`src/design/srld_pkg.sv`:
```
// Shared types and constants for the sprite run-length line decoder.
`default_nettype none
package srld_pkg;

	localparam int COORD_BITS_DEF = 10;
	localparam int QUEUE_DEPTH    = 4;

	localparam logic [7:0] LIT_HEADER = 8'hFF;
	localparam logic [2:0] LIT_TYPE   = 3'h7;

	// decoder phase
	localparam logic [1:0] PH_HEADER  = 2'd0;
	localparam logic [1:0] PH_LENGTH  = 2'd1;
	localparam logic [1:0] PH_LITERAL = 2'd2;

	// format modes; the remaining codes decode as packed runs per row
	localparam logic [1:0] MODE_PAIR  = 2'd0;
	localparam logic [1:0] MODE_CHUNK = 2'd2;

	// configuration register indexes
	localparam logic [1:0] REG_FORMAT_MODE  = 2'd0;
	localparam logic [1:0] REG_FRAME_WIDTH  = 2'd1;
	localparam logic [1:0] REG_FRAME_HEIGHT = 2'd2;

	// one classified input byte
	typedef struct packed {
		logic [7:0] data_byte;
		logic       line_start;
		logic       frame_start;
		logic       hdr_lit;   // byte is the literal header of a byte pair
		logic       pk_lit;    // packed byte has the literal type
	} item_t;

endpackage
`default_nettype wire

```
`src/design/srld_front.sv`:
```
// Input stage: takes byte transfers, classifies them and feeds the queue.
`default_nettype none
module srld_front (
	input  wire                 clk,
	input  wire                 arst_n,
	input  wire                 s_tvalid,
	output logic                s_tready,
	input  wire  [7:0]          s_tdata,   // data_byte
	input  wire  [1:0]          s_tuser,   // line_start, frame_start
	output logic                q_valid,
	input  wire                 q_ready,
	output srld_pkg::item_t     q_item
);

	logic            vld_s1;
	srld_pkg::item_t item_s1;
	srld_pkg::item_t item_d;

	always_comb begin
		item_d.data_byte   = s_tdata;
		item_d.line_start  = s_tuser[0];
		item_d.frame_start = s_tuser[1];
		item_d.hdr_lit     = (s_tdata == srld_pkg::LIT_HEADER);
		item_d.pk_lit      = (s_tdata[7:5] == srld_pkg::LIT_TYPE);
	end

	assign s_tready = !vld_s1 || q_ready;
	assign q_valid  = vld_s1;
	assign q_item   = item_s1;

	always_ff @(posedge clk or negedge arst_n) begin
		if (!arst_n) begin
			vld_s1 <= 1'b0;
		end else if (s_tready) begin
			vld_s1 <= s_tvalid;
		end
	end

	always_ff @(posedge clk) begin
		if (s_tready && s_tvalid) begin
			item_s1 <= item_d;
		end
	end

endmodule
`default_nettype wire

```
`src/design/srld_queue.sv`:
```
// Short queue of classified bytes between the front and the decoder.
`default_nettype none
module srld_queue #(
	parameter int DEPTH = srld_pkg::QUEUE_DEPTH
) (
	input  wire                 clk,
	input  wire                 arst_n,
	input  wire                 in_valid,
	output logic                in_ready,
	input  srld_pkg::item_t     in_item,
	output logic                out_valid,
	input  wire                 out_ready,
	output srld_pkg::item_t     out_item
);

	localparam int PW = (DEPTH > 1) ? $clog2(DEPTH) : 1;
	localparam int CW = $clog2(DEPTH + 1);
	localparam logic [PW-1:0] LAST = PW'(DEPTH - 1);

	srld_pkg::item_t  mem_q [DEPTH];
	logic [PW-1:0]    wr_q;
	logic [PW-1:0]    rd_q;
	logic [CW-1:0]    cnt_q;
	logic             push;
	logic             pop;

	assign in_ready  = (cnt_q != CW'(DEPTH));
	assign out_valid = (cnt_q != '0);
	assign out_item  = mem_q[rd_q];
	assign push      = in_valid && in_ready;
	assign pop       = out_valid && out_ready;

	always_ff @(posedge clk or negedge arst_n) begin
		if (!arst_n) begin
			wr_q  <= '0;
			rd_q  <= '0;
			cnt_q <= '0;
		end else begin
			if (push) begin
				wr_q <= (wr_q == LAST) ? '0 : wr_q + 1'b1;
			end
			if (pop) begin
				rd_q <= (rd_q == LAST) ? '0 : rd_q + 1'b1;
			end
			if (push && !pop) begin
				cnt_q <= cnt_q + 1'b1;
			end else if (pop && !push) begin
				cnt_q <= cnt_q - 1'b1;
			end
		end
	end

	always_ff @(posedge clk) begin
		if (push) begin
			mem_q[wr_q] <= in_item;
		end
	end

endmodule
`default_nettype wire

```
`src/design/srld_back.sv`:
```
// Decoder: line/run state, configuration registers and the result register.
`default_nettype none
module srld_back #(
	parameter int COORD_BITS = srld_pkg::COORD_BITS_DEF
) (
	input  wire                     clk,
	input  wire                     arst_n,
	input  wire                     q_valid,
	output logic                    q_ready,
	input  srld_pkg::item_t         q_item,
	input  wire                     cfg_valid,
	input  wire  [1:0]              cfg_index,
	input  wire  [COORD_BITS-1:0]   cfg_data,
	output logic                    res_valid,
	input  wire                     res_ready,
	output logic [7:0]              pixel_index,
	output logic [COORD_BITS-1:0]   row,
	output logic [COORD_BITS-1:0]   column,
	output logic [8:0]              run_length,
	output logic                    is_error
);

	localparam int C = COORD_BITS;

	logic [1:0]   mode_q;
	logic [C-1:0] fw_q;
	logic [C-1:0] fh_q;

	logic [1:0]   phase_q;
	logic [7:0]   hdr_q;
	logic         hdr_lit_q;
	logic [8:0]   left_q;
	logic [C-1:0] col_q;
	logic [C-1:0] row_q;
	logic         hold_q;

	logic         out_vld_q;
	logic [7:0]   pix_q;
	logic [C-1:0] orow_q;
	logic [C-1:0] ocol_q;
	logic [8:0]   olen_q;
	logic         oerr_q;

	logic [1:0]   n_phase;
	logic [7:0]   n_hdr;
	logic         n_hdr_lit;
	logic [8:0]   n_left;
	logic [8:0]   left_dec;
	logic [C-1:0] n_col;
	logic [C-1:0] n_row;
	logic         n_hold;
	logic [C-1:0] row_inc;
	logic         do_run;
	logic         run_lit;
	logic [7:0]   run_val;
	logic [8:0]   len_run;
	logic [C:0]   span;
	logic         r_vld;
	logic [7:0]   r_pix;
	logic [C-1:0] r_row;
	logic [C-1:0] r_col;
	logic [8:0]   r_len;
	logic         r_err;
	logic         out_free;
	logic         pop;

	assign out_free = !out_vld_q || res_ready;
	assign q_ready  = out_free;
	assign pop      = q_valid && out_free;

	always_comb begin
		n_phase   = phase_q;
		n_hdr     = hdr_q;
		n_hdr_lit = hdr_lit_q;
		n_left    = left_q;
		left_dec  = '0;
		n_col     = col_q;
		n_row     = row_q;
		n_hold    = hold_q;
		row_inc   = row_q + 1'b1;
		do_run    = 1'b0;
		run_lit   = 1'b0;
		run_val   = '0;
		len_run   = '0;
		span      = '0;
		r_vld     = 1'b0;
		r_pix     = '0;
		r_row     = row_q;
		r_col     = col_q;
		r_len     = '0;
		r_err     = 1'b0;

		if (q_item.frame_start) begin
			n_row   = '0;
			n_col   = '0;
			n_hold  = 1'b0;
			n_phase = srld_pkg::PH_HEADER;
			n_left  = '0;
		end else if (q_item.line_start && !hold_q) begin
			n_phase = srld_pkg::PH_HEADER;
			n_left  = '0;
			if (mode_q == srld_pkg::MODE_CHUNK) begin
				// a chunk starts a new row only once the row is full
				if (col_q == fw_q) begin
					n_row = row_inc;
					n_col = '0;
					if (row_inc > fh_q) begin
						n_hold = 1'b1;
						r_vld  = 1'b1;
						r_row  = row_inc;
						r_col  = '0;
						r_err  = 1'b1;
					end
				end
			end else begin
				n_row = row_inc;
				n_col = '0;
			end
		end

		if (!n_hold) begin
			case (n_phase)
				srld_pkg::PH_LITERAL: begin
					r_vld    = 1'b1;
					r_pix    = q_item.data_byte;
					r_row    = n_row;
					r_col    = n_col;
					r_len    = 9'd1;
					n_col    = n_col + 1'b1;
					left_dec = (n_left != '0) ? n_left - 1'b1 : n_left;
					n_left   = left_dec;
					if (left_dec == '0) begin
						n_phase = srld_pkg::PH_HEADER;
					end
				end
				srld_pkg::PH_LENGTH: begin
					do_run  = 1'b1;
					run_val = hdr_q;
					run_lit = hdr_lit_q;
					len_run = {1'b0, q_item.data_byte} + 9'd1;
				end
				default: begin
					if (mode_q == srld_pkg::MODE_PAIR) begin
						n_hdr     = q_item.data_byte;
						n_hdr_lit = q_item.hdr_lit;
						n_phase   = srld_pkg::PH_LENGTH;
					end else begin
						do_run  = 1'b1;
						run_val = {5'b0, q_item.data_byte[7:5]};
						run_lit = q_item.pk_lit;
						len_run = {4'b0, q_item.data_byte[4:0]} + 9'd1;
					end
				end
			endcase

			if (do_run) begin
				span = {1'b0, n_col} + {{(C-8){1'b0}}, len_run};
				if (span > {1'b0, fw_q}) begin
					n_hold  = 1'b1;
					n_phase = srld_pkg::PH_HEADER;
					n_left  = '0;
					r_vld   = 1'b1;
					r_row   = n_row;
					r_col   = n_col;
					r_len   = len_run;
					r_err   = 1'b1;
				end else if (run_lit) begin
					n_left  = len_run;
					n_phase = srld_pkg::PH_LITERAL;
				end else begin
					r_vld   = 1'b1;
					r_pix   = run_val;
					r_row   = n_row;
					r_col   = n_col;
					r_len   = len_run;
					n_col   = span[C-1:0];
					n_phase = srld_pkg::PH_HEADER;
				end
			end
		end
	end

	always_ff @(posedge clk or negedge arst_n) begin
		if (!arst_n) begin
			mode_q    <= srld_pkg::MODE_PAIR;
			fw_q      <= '0;
			fh_q      <= '0;
			phase_q   <= srld_pkg::PH_HEADER;
			hdr_q     <= '0;
			hdr_lit_q <= 1'b0;
			left_q    <= '0;
			col_q     <= '0;
			row_q     <= '0;
			hold_q    <= 1'b0;
			out_vld_q <= 1'b0;
		end else begin
			if (cfg_valid) begin
				case (cfg_index)
					srld_pkg::REG_FORMAT_MODE:  mode_q <= cfg_data[1:0];
					srld_pkg::REG_FRAME_WIDTH:  fw_q   <= cfg_data;
					srld_pkg::REG_FRAME_HEIGHT: fh_q   <= cfg_data;
					default: ;
				endcase
			end
			if (pop) begin
				phase_q   <= n_phase;
				hdr_q     <= n_hdr;
				hdr_lit_q <= n_hdr_lit;
				left_q    <= n_left;
				col_q     <= n_col;
				row_q     <= n_row;
				hold_q    <= n_hold;
			end
			if (out_free) begin
				out_vld_q <= pop && r_vld;
			end
		end
	end

	always_ff @(posedge clk) begin
		if (pop && r_vld) begin
			pix_q  <= r_pix;
			orow_q <= r_row;
			ocol_q <= r_col;
			olen_q <= r_len;
			oerr_q <= r_err;
		end
	end

	assign res_valid   = out_vld_q;
	assign pixel_index = pix_q;
	assign row         = orow_q;
	assign column      = ocol_q;
	assign run_length  = olen_q;
	assign is_error    = oerr_q;

	// a literal run in progress always has bytes left
	a_lit_left: assert property (@(posedge clk) disable iff (!arst_n)
		phase_q == srld_pkg::PH_LITERAL |-> left_q != '0)
		else $error("literal phase with no bytes left");

	// after an error only a frame start may produce anything
	a_hold_quiet: assert property (@(posedge clk) disable iff (!arst_n)
		pop && hold_q && !q_item.frame_start |-> !r_vld)
		else $error("result produced while error hold is set");

	a_err_pix: assert property (@(posedge clk) disable iff (!arst_n)
		out_vld_q && oerr_q |-> pix_q == '0)
		else $error("error result carries a pixel value");

	a_run_len: assert property (@(posedge clk) disable iff (!arst_n)
		out_vld_q && !oerr_q |-> olen_q != '0)
		else $error("pixel run of zero length");

endmodule
`default_nettype wire

```
`src/design/sprite_rle_line_decoder.sv`:
```
// Top level of the sprite run-length line decoder.
//
//  channel  dir  handshake              payload
//  s_*      in   s_tvalid / s_tready    s_tdata: data_byte; s_tuser: line_start, frame_start
//  m_*      out  m_tvalid / m_tready    m_tdata: pixel_index, row, column, run_length;
//                                       m_tuser: is_error
//  cfg_*    in   cfg_valid / cfg_ready  cfg_index, cfg_data
//
// One byte per cycle sustained while m_tready does not stall; a run result passes the
// input register, the queue and the result register before it is offered.
// The decoder state updates once per byte, which sets that rate.
// Reset clears all control state; configuration resets to zero.
// A stalled m_tready fills the queue before s_tready drops.
`default_nettype none
module sprite_rle_line_decoder #(
	parameter int COORD_BITS = srld_pkg::COORD_BITS_DEF,
	localparam int FIELD_W   = 8 + 2 * COORD_BITS + 9,
	localparam int OUT_W     = ((FIELD_W + 7) / 8) * 8
) (
	input  wire                     clk,
	input  wire                     arst_n,
	input  wire                     s_tvalid,
	output logic                    s_tready,
	input  wire  [7:0]              s_tdata,   // data_byte
	input  wire  [1:0]              s_tuser,   // line_start, frame_start
	output logic                    m_tvalid,
	input  wire                     m_tready,
	// pixel_index, row, column, run_length, zero fill
	output logic [OUT_W-1:0]        m_tdata,
	output logic [0:0]              m_tuser,   // is_error
	input  wire                     cfg_valid,
	output logic                    cfg_ready,
	input  wire  [1:0]              cfg_index,
	input  wire  [COORD_BITS-1:0]   cfg_data
);

	logic                  q_in_valid;
	logic                  q_in_ready;
	srld_pkg::item_t       q_in_item;
	logic                  q_out_valid;
	logic                  q_out_ready;
	srld_pkg::item_t       q_out_item;
	logic [7:0]            pixel_index;
	logic [COORD_BITS-1:0] row;
	logic [COORD_BITS-1:0] column;
	logic [8:0]            run_length;
	logic                  is_error;

	assign cfg_ready = 1'b1;

	srld_front u_front (
		.clk      (clk),
		.arst_n   (arst_n),
		.s_tvalid (s_tvalid),
		.s_tready (s_tready),
		.s_tdata  (s_tdata),
		.s_tuser  (s_tuser),
		.q_valid  (q_in_valid),
		.q_ready  (q_in_ready),
		.q_item   (q_in_item)
	);

	srld_queue #(
		.DEPTH (srld_pkg::QUEUE_DEPTH)
	) u_queue (
		.clk       (clk),
		.arst_n    (arst_n),
		.in_valid  (q_in_valid),
		.in_ready  (q_in_ready),
		.in_item   (q_in_item),
		.out_valid (q_out_valid),
		.out_ready (q_out_ready),
		.out_item  (q_out_item)
	);

	srld_back #(
		.COORD_BITS (COORD_BITS)
	) u_back (
		.clk         (clk),
		.arst_n      (arst_n),
		.q_valid     (q_out_valid),
		.q_ready     (q_out_ready),
		.q_item      (q_out_item),
		.cfg_valid   (cfg_valid),
		.cfg_index   (cfg_index),
		.cfg_data    (cfg_data),
		.res_valid   (m_tvalid),
		.res_ready   (m_tready),
		.pixel_index (pixel_index),
		.row         (row),
		.column      (column),
		.run_length  (run_length),
		.is_error    (is_error)
	);

	assign m_tdata = {{(OUT_W - FIELD_W){1'b0}}, run_length, column, row, pixel_index};
	assign m_tuser = is_error;

endmodule
`default_nettype wire

```
`config.mk`:
```
export PLATFORM = sky130hd
export DESIGN_NAME = sprite_rle_line_decoder
export DESIGN_NICKNAME = d
export VERILOG_FILES = /design/src/design/srld_pkg.sv /design/src/design/srld_front.sv /design/src/design/srld_queue.sv /design/src/design/srld_back.sv /design/src/design/sprite_rle_line_decoder.sv
export SDC_FILE = /design/constraint.sdc
export NUM_CORES = 1
export LEC_CHECK = 0
export BUFFER_PORTS_ARGS = -buffer_cell sky130_fd_sc_hd__buf_4
export CAP_MARGIN = 40
export CORE_ASPECT_RATIO = 1.4
export CORE_MARGIN = 2
export CORE_UTILIZATION = 61
export DETAILED_ROUTE_END_ITERATION = 16
export PLACE_DENSITY_LB_ADDON = 0.08
export SETUP_SLACK_MARGIN = 0.05
export SYNTH_ARGS = -nofsm -noshare
export SYNTH_HDL_FRONTEND = slang
export SYNTH_HIERARCHICAL = 1
export SYNTH_SLANG_ARGS = --single-unit
```
`constraint.sdc`:
```
create_clock -name clk -period 9.84 [get_ports clk]
set_input_delay 0.492 -clock clk [delete_from_list [all_inputs] [get_ports clk]]
set_output_delay 0.492 -clock clk [all_outputs]
set_load 0.02 [all_outputs]
```
==> flow_metrics.tcl <==
set metrics [dict create \
    drive_above_1_share_pct 18.8 \
    rsz0062_at_grt "false" \
    grt_pass1_vias 6933 \
    rr_worst_depth 25 \
    seq_power_share_pct 31.5 \
    setup_tns_ns 0 \
    avgSynthCellArea_um2 11.2 \
    synth_ff_type "edfxtp_1" \
    mostFrequentLayoutCell "edfxtp_1" \
    yosysTopAreaCellShare_pct 30.8 \
    startpoint_type "register" \
    crit_path_max_fanout 21 \
    crit_cells 25 \
    wl_met2_um 12800 \
    finalCritPeriodShare_pct 84.5 \
    clock_latency_ns 0.44 \
    worstSetupPathType "register to register" \
    fmax_mhz 120 \
    start_util_pct 61.7 \
    drv_slew 0 \
    crit_buf_inv 3 \
    synthCells 851 \
    ios 71 \
    fillCellCount 1092 \
    cp_top_family "compound AO/OA/AOI/OAI gates" \
    yosys.area.top_type "edfxtp_1" \
    ys_async_sr_fraction_pct 42.4 \
    clock_sinks 170 \
    ys.warnings.count 6 \
    worstMarginPinSlew_ns 0.921 \
    gr-usage-all-layers_pct 29.0 \
    dp_cells 1078 \
    synth-edff-count 98 \
    hpwl_um 17700 \
    cpPeakStageDelay_ns 0.83 \
    maxCapViolations 0 \
    cts_tree "done" \
    cts_buffer_depth 2 \
    wl_met3_um 1150 \
    critPathArrivalTime_ns 8.46 \
    port_buffers 66 \
    hold_depth 1 \
    diodes 0 \
    die_x_um 110 \
    routedWlPerCell_um 21.2 \
    route.detailed.drc 0 \
    finalCriticalPeriod_ns 8.31 \
    leakagePower_nw 4.43 \
    status "finished clean" \
    syn_to_final_growth_pct 12.9 \
    finalWirelength_um 23500 \
    power_density_nw_per_um2 353 \
    final_nets 975 \
    gp_congestion 0.905 \
    stdcell_count 1111 \
    routed.top_layer "met4" \
    grt_overflow_total 0 \
    worstHoldPathType "input pin to register" \
    wl_met1_um 8480 \
    yosys-top-cells-area "edfxtp_1, dfrtp_1, ha_1" \
    final_cell_mix "edfxtp_1, nand2_1, buf_4, dfrtp_1, nor2_1" \
    cpMostUsedCell "ha_1" \
    synth_cell_types 85 \
    power.internal_mw 2.07 \
    netlist_area_um2 9550 \
    die_height_um 152 \
    clockRootBuffer "clkbuf_16" \
    vias_per_cell 6.31 \
    p_sw_share_pct 45.5 \
    cts_setup_buffers 0 \
    fp.coreArea_um2 15500 \
    finalHoldViolations 0 \
    cp-end-kind "register" \
    grt_antenna_before_repair 0 \
    numCtsBuffers 17 \
    drt-pass1-iter-count 7 \
    post_cts_resize_count 0 \
    grt_first_pass_wirelength_um 36300 \
    finClkSkew_ns 0.0128 \
    path_clk_slew_ns 0.07 \
    ys_seq_area_share_pct 49.7 \
    cts_hold_buf 1 \
    die_area_um2 16700 \
    clockPowerShare_pct 18.1 \
    drt_iter0_markers 532 \
    setup_viol 0 \
    required_ns 9.99 \
    htreeDepth 4 \
    num_vias 7013 \
    rows 54 \
    vdd_drop_max_mv 0.256 \
    postRouteAntennaNets 0 \
    grt_max_degree 58 \
    pwr-share-comb_pct 50.3 \
    ys_ff_latch 170 \
    cp_slowest_cell "dfrtp_1" \
    slew_headroom_pct 38.6 \
    p_sw_mw 1.73 \
]
-- layout make-up --
class                      instances  area (µm²)  area share, %
sequential                       170        4740           44.0
clock buffer                      17         425           3.95
timing repair buffer              77         603           5.59
clock inverter                    15         209           1.94
inverter                          36         135           1.25
multi-input combinational        600        4420           41.0
tap                              196         245           2.27
-- power by group through the flow --
stage / sequential, mW / clock [mW] / combinational (mW)
floorplan: 1.25 / 0 / 1.26
global placement: 1.20 / 0 / 1.82
detailed placement: 1.21 / 0 / 1.88
CTS: 1.20 / 0.699 / 1.89
global route: 1.22 / 0.728 / 2.06
finish: 1.20 / 0.689 / 1.91
-- logic make-up (layout without fill, tap and decap cells) --
kind of cell	Yosys count	count (layout)	synth area share (%)
and+or+nand+nor	271	271	14.2
AOI/OAI and AO/OA	175	175	13.1
DFF	170	170	49.7
buffers and inverters	83	145	4.27
muxes	54	54	7.86
xor gates and xnor gates	50	50	4.58
adders and majority gates	46	46	6.18
other	2	4	0.0786
-- Yosys cell counts (7+ instances only) --
master    number
and3_1        13
nor2_1        51
nor3_1        17
xnor2_1       20
a32oi_1       10
mux4_2         8
nand4_1        7
edfxtp_1      98
ha_1          44
nand3_1       35
and2_1        10
xor2_1        30
o21ai_0       45
mux2_2        36
clkbuf_1      23
nand2b_1      12
or3_1          8
dfrtp_1       72
buf_2          9
a21oi_1       33
inv_1         36
nand2_1       85
-- metrics by stage --
stage	setup slack, ns	hold WS, ns	cell area [µm²]	utilization (%)	power [mW]
after floorplan	1.47	0.196	9560	-	2.52
after global placement	1.95	0.469	10100	65.1	3.02
after detailed placement	1.64	0.382	10100	65.5	3.09
after CTS	1.63	0.213	10800	69.7	3.78
after global routing	0.975	0.214	10800	69.7	4.01
final	1.53	0.226	10800	69.7	3.80
-- state kept, by name, indices dropped and copies added (netlist names), 3 cells and up --
name and cells:
u_queue/mem_q 48, u_front/q_item 12, u_back/col_q 10, u_back/column 10, u_back/fh_q 10, u_back/fw_q 10
u_back/row 10, u_back/row_q 10, u_back/left_q 9, u_back/run_length 9, u_back/hdr_q 8, u_back/pixel_index 8
u_queue/cnt_q 3
-- metal layers --
layer,up-vias,track usage [%]
li1,3238,-
met1,3413,31.4
met2,292,53.0
met3,70,4.42
met4,0,14.9
met5,-,0
-- final timing paths --
path | slack, ns | endpoint | start
max in group asynchronous | 8.81 | u_back/left_q[7] | arst_n
worst max register to register | 1.53 | u_back/column[8] | u_queue/rd_q[0]
min in group asynchronous | 0.46 | u_back/left_q[2] | arst_n
worst max-delay path | 1.53 | u_back/column[8] | u_queue/rd_q[0]
worst min-delay path | 0.23 | u_front/q_item[3] | s_tuser[0]
worst min register to register | 0.50 | u_queue/mem_q[0][5] | u_front/q_item[5]
Power figures use the tool's default switching activity.
